<file path="src/rtl/core/rsi_pkg.sv">
`default_nettype none

package rsi_pkg;

  // sign of a value, both clear means zero
  typedef struct packed {
    logic pos;
    logic neg;
  } sgn_t;

  // strictly opposite signs, a zero on either side never counts
  function automatic logic opposite(sgn_t a, sgn_t b);
    logic res;
    res = (a.pos && b.neg) || (a.neg && b.pos);
    return res;
  endfunction

endpackage

`default_nettype wire

</file>
<file path="src/rtl/core/rsi_query_if.sv">
`default_nettype none

interface rsi_query_if #(
  parameter int unsigned COORD_BITS = 16
);
  logic                          valid;
  logic                          ready;
  logic signed [COORD_BITS-1:0]  rect_left;
  logic signed [COORD_BITS-1:0]  rect_top;
  logic        [COORD_BITS-2:0]  rect_width;
  logic        [COORD_BITS-2:0]  rect_height;
  logic signed [COORD_BITS-1:0]  seg_start_x;
  logic signed [COORD_BITS-1:0]  seg_start_y;
  logic signed [COORD_BITS-1:0]  seg_end_x;
  logic signed [COORD_BITS-1:0]  seg_end_y;

  modport source (
    output valid, rect_left, rect_top, rect_width, rect_height,
           seg_start_x, seg_start_y, seg_end_x, seg_end_y,
    input  ready
  );

  modport sink (
    input  valid, rect_left, rect_top, rect_width, rect_height,
           seg_start_x, seg_start_y, seg_end_x, seg_end_y,
    output ready
  );
endinterface

`default_nettype wire

</file>
<file path="src/rtl/core/rsi_result_if.sv">
`default_nettype none

interface rsi_result_if;
  logic valid;
  logic ready;
  logic hit;

  modport source (
    output valid, hit,
    input  ready
  );

  modport sink (
    input  valid, hit,
    output ready
  );
endinterface

`default_nettype wire

</file>
<file path="src/rtl/core/rsi_corner_sign.sv">
`default_nettype none

// Orientation of each rectangle corner against the segment line:
//   o(k) = dx*(ky-cy) - dy*(kx-cx), split into shared products.
module rsi_corner_sign
  import rsi_pkg::*;
#(
  parameter int unsigned PROD_BITS = 35
) (
  input  logic signed [PROD_BITS-1:0] prod_top_i,
  input  logic signed [PROD_BITS-1:0] prod_bot_i,
  input  logic signed [PROD_BITS-1:0] prod_left_i,
  input  logic signed [PROD_BITS-1:0] prod_right_i,
  output sgn_t                        tl_o,
  output sgn_t                        tr_o,
  output sgn_t                        bl_o,
  output sgn_t                        br_o
);

  localparam int unsigned OB = PROD_BITS + 1;

  logic signed [OB-1:0] o_tl, o_tr, o_bl, o_br;

  assign o_tl = OB'(prod_top_i) - OB'(prod_left_i);
  assign o_tr = OB'(prod_top_i) - OB'(prod_right_i);
  assign o_bl = OB'(prod_bot_i) - OB'(prod_left_i);
  assign o_br = OB'(prod_bot_i) - OB'(prod_right_i);

  assign tl_o = '{pos: !o_tl[OB-1] && (o_tl != '0), neg: o_tl[OB-1]};
  assign tr_o = '{pos: !o_tr[OB-1] && (o_tr != '0), neg: o_tr[OB-1]};
  assign bl_o = '{pos: !o_bl[OB-1] && (o_bl != '0), neg: o_bl[OB-1]};
  assign br_o = '{pos: !o_br[OB-1] && (o_br != '0), neg: o_br[OB-1]};

endmodule

`default_nettype wire

</file>
<file path="src/rtl/core/rect_segment_intersect.sv">
`default_nettype none

// Throughput: one query per cycle; stages hold and bubbles collapse on a stall.
// Stages: corners and deltas, operands and edge-span tests, four multipliers,
// corner orientation signs, edge combine into the output register.
// Reset (rst_ni low, asynchronous) empties the pipeline; no other state.
module rect_segment_intersect
  import rsi_pkg::*;
#(
  parameter int unsigned COORD_BITS = 16
) (
  input  wire          clk_i,
  input  wire          rst_ni,
  rsi_query_if.sink    in_i,
  rsi_result_if.source out_o
);

  localparam int unsigned C  = COORD_BITS;
  localparam int unsigned C1 = COORD_BITS + 1;
  localparam int unsigned C2 = COORD_BITS + 2;
  localparam int unsigned P  = 2 * COORD_BITS + 3;

  // per-stage valid and advance
  logic v1_q, v2_q, v3_q, v4_q, v5_q;
  logic en1, en2, en3, en4, en5;

  assign en5 = !v5_q || out_o.ready;
  assign en4 = !v4_q || en5;
  assign en3 = !v3_q || en4;
  assign en2 = !v2_q || en3;
  assign en1 = !v1_q || en2;
  assign in_i.ready = en1;
  assign out_o.valid = v5_q;

  always_ff @(posedge clk_i or negedge rst_ni) begin
    if (!rst_ni) begin
      v1_q <= 1'b0;
      v2_q <= 1'b0;
      v3_q <= 1'b0;
      v4_q <= 1'b0;
      v5_q <= 1'b0;
    end else begin
      if (en1) v1_q <= in_i.valid;
      if (en2) v2_q <= v1_q;
      if (en3) v3_q <= v2_q;
      if (en4) v4_q <= v3_q;
      if (en5) v5_q <= v4_q;
    end
  end

  // stage 1: far corner, segment deltas
  logic signed [C-1:0]  l1_q, t1_q, cx1_q, cy1_q, dx1_q, dy1_q;
  logic signed [C1-1:0] r1_q, b1_q, dxs1_q, dys1_q;
  logic                 wpos1_q, hpos1_q;

  always_ff @(posedge clk_i) begin
    if (en1) begin
      l1_q    <= in_i.rect_left;
      t1_q    <= in_i.rect_top;
      cx1_q   <= in_i.seg_start_x;
      cy1_q   <= in_i.seg_start_y;
      dx1_q   <= in_i.seg_end_x;
      dy1_q   <= in_i.seg_end_y;
      r1_q    <= C1'(in_i.rect_left) + $signed({2'b00, in_i.rect_width});
      b1_q    <= C1'(in_i.rect_top) + $signed({2'b00, in_i.rect_height});
      dxs1_q  <= C1'(in_i.seg_end_x) - C1'(in_i.seg_start_x);
      dys1_q  <= C1'(in_i.seg_end_y) - C1'(in_i.seg_start_y);
      wpos1_q <= in_i.rect_width != '0;
      hpos1_q <= in_i.rect_height != '0;
    end
  end

  // stage 2: multiplier operands, endpoint sides of each edge line
  logic signed [C1-1:0] cy_x, dy_x, cx_x, dx_x, t_x, l_x;
  sgn_t                 s_ct, s_dt, s_cb, s_db, s_cl, s_dl, s_cr, s_dr;

  assign cy_x = C1'(cy1_q);
  assign dy_x = C1'(dy1_q);
  assign cx_x = C1'(cx1_q);
  assign dx_x = C1'(dx1_q);
  assign t_x  = C1'(t1_q);
  assign l_x  = C1'(l1_q);

  assign s_ct = '{pos: cy_x > t_x,  neg: cy_x < t_x};
  assign s_dt = '{pos: dy_x > t_x,  neg: dy_x < t_x};
  assign s_cb = '{pos: cy_x > b1_q, neg: cy_x < b1_q};
  assign s_db = '{pos: dy_x > b1_q, neg: dy_x < b1_q};
  assign s_cl = '{pos: cx_x > l_x,  neg: cx_x < l_x};
  assign s_dl = '{pos: dx_x > l_x,  neg: dx_x < l_x};
  assign s_cr = '{pos: cx_x > r1_q, neg: cx_x < r1_q};
  assign s_dr = '{pos: dx_x > r1_q, neg: dx_x < r1_q};

  logic signed [C1-1:0] dxs2_q, dys2_q;
  logic signed [C2-1:0] ty2_q, by2_q, lx2_q, rx2_q;
  logic                 top2_q, bot2_q, lft2_q, rgt2_q;

  always_ff @(posedge clk_i) begin
    if (en2) begin
      dxs2_q <= dxs1_q;
      dys2_q <= dys1_q;
      ty2_q  <= C2'(t1_q) - C2'(cy1_q);
      by2_q  <= C2'(b1_q) - C2'(cy1_q);
      lx2_q  <= C2'(l1_q) - C2'(cx1_q);
      rx2_q  <= C2'(r1_q) - C2'(cx1_q);
      // a degenerate edge gives zero orientations and never counts
      top2_q <= wpos1_q && opposite(s_ct, s_dt);
      bot2_q <= wpos1_q && opposite(s_cb, s_db);
      lft2_q <= hpos1_q && opposite(s_cl, s_dl);
      rgt2_q <= hpos1_q && opposite(s_cr, s_dr);
    end
  end

  // stage 3: shared products
  logic signed [P-1:0] pt3_q, pb3_q, pl3_q, pr3_q;
  logic                top3_q, bot3_q, lft3_q, rgt3_q;

  always_ff @(posedge clk_i) begin
    if (en3) begin
      pt3_q  <= P'(dxs2_q) * P'(ty2_q);
      pb3_q  <= P'(dxs2_q) * P'(by2_q);
      pl3_q  <= P'(dys2_q) * P'(lx2_q);
      pr3_q  <= P'(dys2_q) * P'(rx2_q);
      top3_q <= top2_q;
      bot3_q <= bot2_q;
      lft3_q <= lft2_q;
      rgt3_q <= rgt2_q;
    end
  end

  // stage 4: corner orientation signs
  sgn_t tl_s, tr_s, bl_s, br_s;

  rsi_corner_sign #(
    .PROD_BITS (P)
  ) u_corner_sign (
    .prod_top_i   (pt3_q),
    .prod_bot_i   (pb3_q),
    .prod_left_i  (pl3_q),
    .prod_right_i (pr3_q),
    .tl_o         (tl_s),
    .tr_o         (tr_s),
    .bl_o         (bl_s),
    .br_o         (br_s)
  );

  sgn_t tl4_q, tr4_q, bl4_q, br4_q;
  logic top4_q, bot4_q, lft4_q, rgt4_q;

  always_ff @(posedge clk_i) begin
    if (en4) begin
      tl4_q  <= tl_s;
      tr4_q  <= tr_s;
      bl4_q  <= bl_s;
      br4_q  <= br_s;
      top4_q <= top3_q;
      bot4_q <= bot3_q;
      lft4_q <= lft3_q;
      rgt4_q <= rgt3_q;
    end
  end

  // stage 5: any edge that the segment straddles and whose corners lie strictly on both sides of the segment
  logic hit_d;

  assign hit_d = (top4_q && opposite(tr4_q, tl4_q))
              || (rgt4_q && opposite(br4_q, tr4_q))
              || (lft4_q && opposite(bl4_q, tl4_q))
              || (bot4_q && opposite(br4_q, bl4_q));

  always_ff @(posedge clk_i) begin
    if (en5) begin
      out_o.hit <= hit_d;
    end
  end

`ifndef SYNTHESIS
  a_ready_when_drained: assert property (@(posedge clk_i) disable iff (!rst_ni)
    out_o.ready |-> in_i.ready)
    else $error("input stalled while output drains");

  a_accept_lands: assert property (@(posedge clk_i) disable iff (!rst_ni)
    in_i.valid && in_i.ready |=> v1_q)
    else $error("accepted word lost at first stage");

  a_result_lands: assert property (@(posedge clk_i) disable iff (!rst_ni)
    v4_q && en5 |=> out_o.valid)
    else $error("result lost at output register");
`endif

endmodule

`default_nettype wire

</file>
<file path="src/flat_wrapper.sv">
// flat-port wrapper written by rule: the top's interface ports become plain ports
module rect_segment_intersect_flat import rsi_pkg::*;
#(
  parameter int unsigned COORD_BITS = 16
)
  (clk_i, rst_ni, in_i_valid, in_i_rect_left, in_i_rect_top, in_i_rect_width, in_i_rect_height, in_i_seg_start_x, in_i_seg_start_y, in_i_seg_end_x, in_i_seg_end_y, in_i_ready, out_o_valid, out_o_hit, out_o_ready);
  rsi_query_if #(.COORD_BITS(COORD_BITS)) in_i_i ();
  rsi_result_if out_o_i ();
  input  wire clk_i;
  input  wire rst_ni;
  input wire logic [$bits(in_i_i.valid)-1:0] in_i_valid;
  input wire logic [$bits(in_i_i.rect_left)-1:0] in_i_rect_left;
  input wire logic [$bits(in_i_i.rect_top)-1:0] in_i_rect_top;
  input wire logic [$bits(in_i_i.rect_width)-1:0] in_i_rect_width;
  input wire logic [$bits(in_i_i.rect_height)-1:0] in_i_rect_height;
  input wire logic [$bits(in_i_i.seg_start_x)-1:0] in_i_seg_start_x;
  input wire logic [$bits(in_i_i.seg_start_y)-1:0] in_i_seg_start_y;
  input wire logic [$bits(in_i_i.seg_end_x)-1:0] in_i_seg_end_x;
  input wire logic [$bits(in_i_i.seg_end_y)-1:0] in_i_seg_end_y;
  output wire logic [$bits(in_i_i.ready)-1:0] in_i_ready;
  output wire logic [$bits(out_o_i.valid)-1:0] out_o_valid;
  output wire logic [$bits(out_o_i.hit)-1:0] out_o_hit;
  input wire logic [$bits(out_o_i.ready)-1:0] out_o_ready;
  assign in_i_i.valid = in_i_valid;
  assign in_i_i.rect_left = in_i_rect_left;
  assign in_i_i.rect_top = in_i_rect_top;
  assign in_i_i.rect_width = in_i_rect_width;
  assign in_i_i.rect_height = in_i_rect_height;
  assign in_i_i.seg_start_x = in_i_seg_start_x;
  assign in_i_i.seg_start_y = in_i_seg_start_y;
  assign in_i_i.seg_end_x = in_i_seg_end_x;
  assign in_i_i.seg_end_y = in_i_seg_end_y;
  assign in_i_ready = in_i_i.ready;
  assign out_o_valid = out_o_i.valid;
  assign out_o_hit = out_o_i.hit;
  assign out_o_i.ready = out_o_ready;
  rect_segment_intersect #(.COORD_BITS(COORD_BITS)) u_core (.clk_i(clk_i), .rst_ni(rst_ni), .in_i(in_i_i), .out_o(out_o_i));
endmodule
</file>
<file path="config.mk">
export PLATFORM = sky130hd
export DESIGN_NAME = rect_segment_intersect_flat
export DESIGN_NICKNAME = d
export VERILOG_FILES = /design/src/rtl/core/rsi_pkg.sv /design/src/rtl/core/rsi_query_if.sv /design/src/rtl/core/rsi_result_if.sv /design/src/rtl/core/rsi_corner_sign.sv /design/src/rtl/core/rect_segment_intersect.sv /design/src/flat_wrapper.sv
export SDC_FILE = /design/constraint.sdc
export NUM_CORES = 2
export LEC_CHECK = 0
export CAP_MARGIN = 20
export CORE_MARGIN = 2
export CORE_UTILIZATION = 35
export DETAILED_ROUTE_END_ITERATION = 7
export DONT_BUFFER_PORTS = 1
export GPL_TIMING_DRIVEN = 0
export SYNTH_ARGS = -nofsm -noshare
export SYNTH_HDL_FRONTEND = slang
export SYNTH_HIERARCHICAL = 1
export SYNTH_SLANG_ARGS = --single-unit
</file>
<file path="constraint.sdc">
create_clock -name clk_i -period 23.7 [get_ports clk_i]
set_input_delay 1.185 -clock clk_i [delete_from_list [all_inputs] [get_ports clk_i]]
set_output_delay 1.185 -clock clk_i [all_outputs]
set_load 0.05 [all_outputs]
</file>
==> impl_metrics.json <==
{
  "status": "completed",
  "post-synth-top-count-cell": "inv_1",
  "finalSetupViolCount": 0,
  "rsz0062_at_grt": "false",
  "yosysWarnings": 6,
  "clkTransAtPathRegs_ns": 0.07,
  "place_area_um2": 78000,
  "numCtsBuffers": 52,
  "clkLatencyLatePin_ns": 0.71,
  "cts_buffer_depth": 3,
  "synthTopCellsByArea": "fa_1 33%, edfxtp_1 17%, ha_1 11%",
  "synth_edf_count": 429,
  "antenna_found_initial": 26,
  "cts_root_buf": "clkbuf_16",
  "post_drt_wl_per_cell_um": 22.0,
  "cts_setup_buffers": 0,
  "synth_top_cells_by_count": "1577 x inv_1, 1226 x fa_1, 779 x nand2_1",
  "area.growth.synth_to_final_pct": 7.60,
  "stdcell_area_um2": 79900,
  "fin_ws_ns": 15.07,
  "start_util": 0.351,
  "post-route-min-period_ns": 8.63,
  "die_x_um": 465,
  "crit_arrival_ns": 8.94,
  "ios": 133,
  "synth_cell_type_count": 102,
  "final_hold_viol_count": 0,
  "setup_tns_ns": 0,
  "fin_util": 0.378,
  "ys.flop_type": "edfxtp_1",
  "maxSlewHeadroom": 0.223,
  "cts_max_level": 2,
  "wl_um": 236000,
  "dp_slack_ns": 15.20,
  "gp_congestion": 0.955,
  "grt_max_degree": 74,
  "ant_nets": 0,
  "synthCells": 7813,
  "postSynthAreaPerCell_um2": 9.51,
  "yosysSeqAreaShare": 0.175,
  "min_period_over_period": 0.364,
  "required_ns": 24.01,
  "dieArea_um2": 216000,
  "yosys.area.top_type": "fa_1",
  "overflow": 0,
  "layout.nets": 9918,
  "tritoncts": "built",
  "synth_area_um2": 74300,
  "fmax_ghz": 0.116,
  "worstPathMaxFanout": 10,
  "dieHeight_um": 465,
  "multi_input_area_um2": 54500,
  "synth_seq_cells": 434,
  "coreArea_um2": 211000,
  "grt_pass1_vias": 58300,
  "post_cts_resized": 0,
  "num_rows": 169,
  "synth_top_area_share": 0.330,
  "worst_slew_pin_slew_ns": 1.17,
  "drt_iter0_markers": 4325,
  "grt.total_usage": 0.219,
  "seq_area_um2": 13000,
  "holdBufCountCts": 0,
  "drive_gt1_frac": 0.0230,
  "fillerInstances": 21300,
  "dp_hpwl_um": 201000,
  "maxCapViolations": 0,
  "synth_async_sr_flop_share": 0.0115,
  "skew_ns": 0.0690,
  "cts_sinks": 434,
  "route.detailed.drc": 0,
  "portBuffers": 0,
  "finalMaxSlewViolations": 0,
  "dr.pass1.iters": 6,
  "grt_pass1_wl_um": 359000,
  "vias": 55300,
  "post_drt_via_cell_ratio": 5.14,
  "endpoint_kind": "flop",
  "worstSetupPathType": "flop to flop",
  "hold_class": "input pin to asynchronous set/reset pin",
  "start_kind": "flop",
  "syn_nets": 9851
}
-- stage by stage --
stage               hold WS, ns  std cells
global route              0.135      10700
finish                    0.165      10800
floorplan                 0.400       7813
global placement          0.408      10600
detailed placement        0.405      10600
CTS                       0.108      10700
-- flip-flops by register name, summed over array words and instances, names as in the netlist, 18 cells and up --
signal,cells
u_core/pb3_q,35
u_core/pr3_q,35
u_core/pl3_q,34
u_core/pt3_q,34
u_core/by2_q,18
u_core/rx2_q,18
-- kinds of logic after synthesis --
| family | share of synthesized area |
|---|---|
| mux | 0.00381 |
| compound gates | 0.0969 |
| fa+ha+maj | 0.445 |
| flops | 0.175 |
| simple gates | 0.154 |
| xor+xnor | 0.0335 |
| buf+inv | 0.0916 |
-- per-layer routing --
layer | wire, um | global-route usage | vias to the layer above | part of all wire
li1 | - | - | 25200 | -
met3 | 18300 | 0.0396 | 387 | 0.077
met1 | 99800 | 0.291 | 27700 | 0.42
met2 | 109000 | 0.359 | 2004 | 0.46
met5 | 81 | 0 | - | 0.00034
met4 | 9380 | 0.0745 | 10 | 0.040
-- final timing paths --
| kind | start | to | slack [ns] | cells past startpoint |
|---|---|---|---|---|
| max | u_core/dys2_q[9] | u_core/pr3_q[34] | 15.07 | 23 |
| min reg2reg | u_core/dxs1_q[16] | u_core/dxs2_q[16] | 0.39 | 0 |
| max reg2reg | u_core/dys2_q[9] | u_core/pr3_q[34] | 15.07 | 23 |
| max in group asynchronous | rst_ni | u_core/v3_q | 23.44 | 0 |
| min | rst_ni | u_core/v4_q | 0.16 | 0 |
| min in group clk_i | u_core/dxs1_q[16] | u_core/dxs2_q[16] | 0.39 | 0 |
-- worst max-delay path, cell delays in order (launching register included) --
cell,delay [ns]
edfxtp_1,0.33
clkbuf_1,0.50
clkbuf_1,0.77
nand2_1,0.17
fa_1,0.54
inv_1,0.05
fa_1,0.48
fa_1,0.56
fa_1,0.43
fa_1,0.49
inv_1,0.05
fa_1,0.47
inv_1,0.04
ha_1,0.26
clkbuf_1,0.19
a21o_1,0.22
a21oi_1,0.14
o22ai_1,0.09
a211oi_1,0.64
a311oi_1,0.34
a2111oi_0,0.67
o21bai_1,0.18
a21oi_1,0.20
xnor2_1,0.44
-- cell usage in the layout, fill, tap and decap left out, types with 18 or more instances in the layout --
cell / count
a211oi_1: 50
a21boi_0: 36
a21o_1: 111
a21oi_1: 293
a31oi_1: 33
and2_1: 620
and3_1: 44
clkbuf_1: 221
clkbuf_16: 52
edfxtp_1: 429
fa_1: 1226
ha_1: 682
inv_1: 1577
nand2_1: 778
nand2b_1: 75
nand3_1: 98
nand4_1: 77
nor2_1: 297
nor2b_1: 75
nor3_1: 77
nor4_1: 28
o2111ai_1: 18
o211ai_1: 29
o21a_1: 61
o21ai_0: 199
o21bai_1: 25
o31ai_1: 25
or3_1: 40
xnor2_1: 214
xor2_1: 70
-- layout make-up --
type,count,share of cell area
diodes,6,0.000188
plain buffers,232,0.0111
clock buffers,55,0.0164
clock inverters,42,0.00665
inverters,1577,0.0741
multi-input cells,5570,0.682
flip-flops and latches,434,0.163
well taps,2821,0.0442
repair buffers,13,0.00291
Power is left out: the tool's default activity adds up to more than one toggle a clock period on the data nets, which glitch-free logic cannot reach.
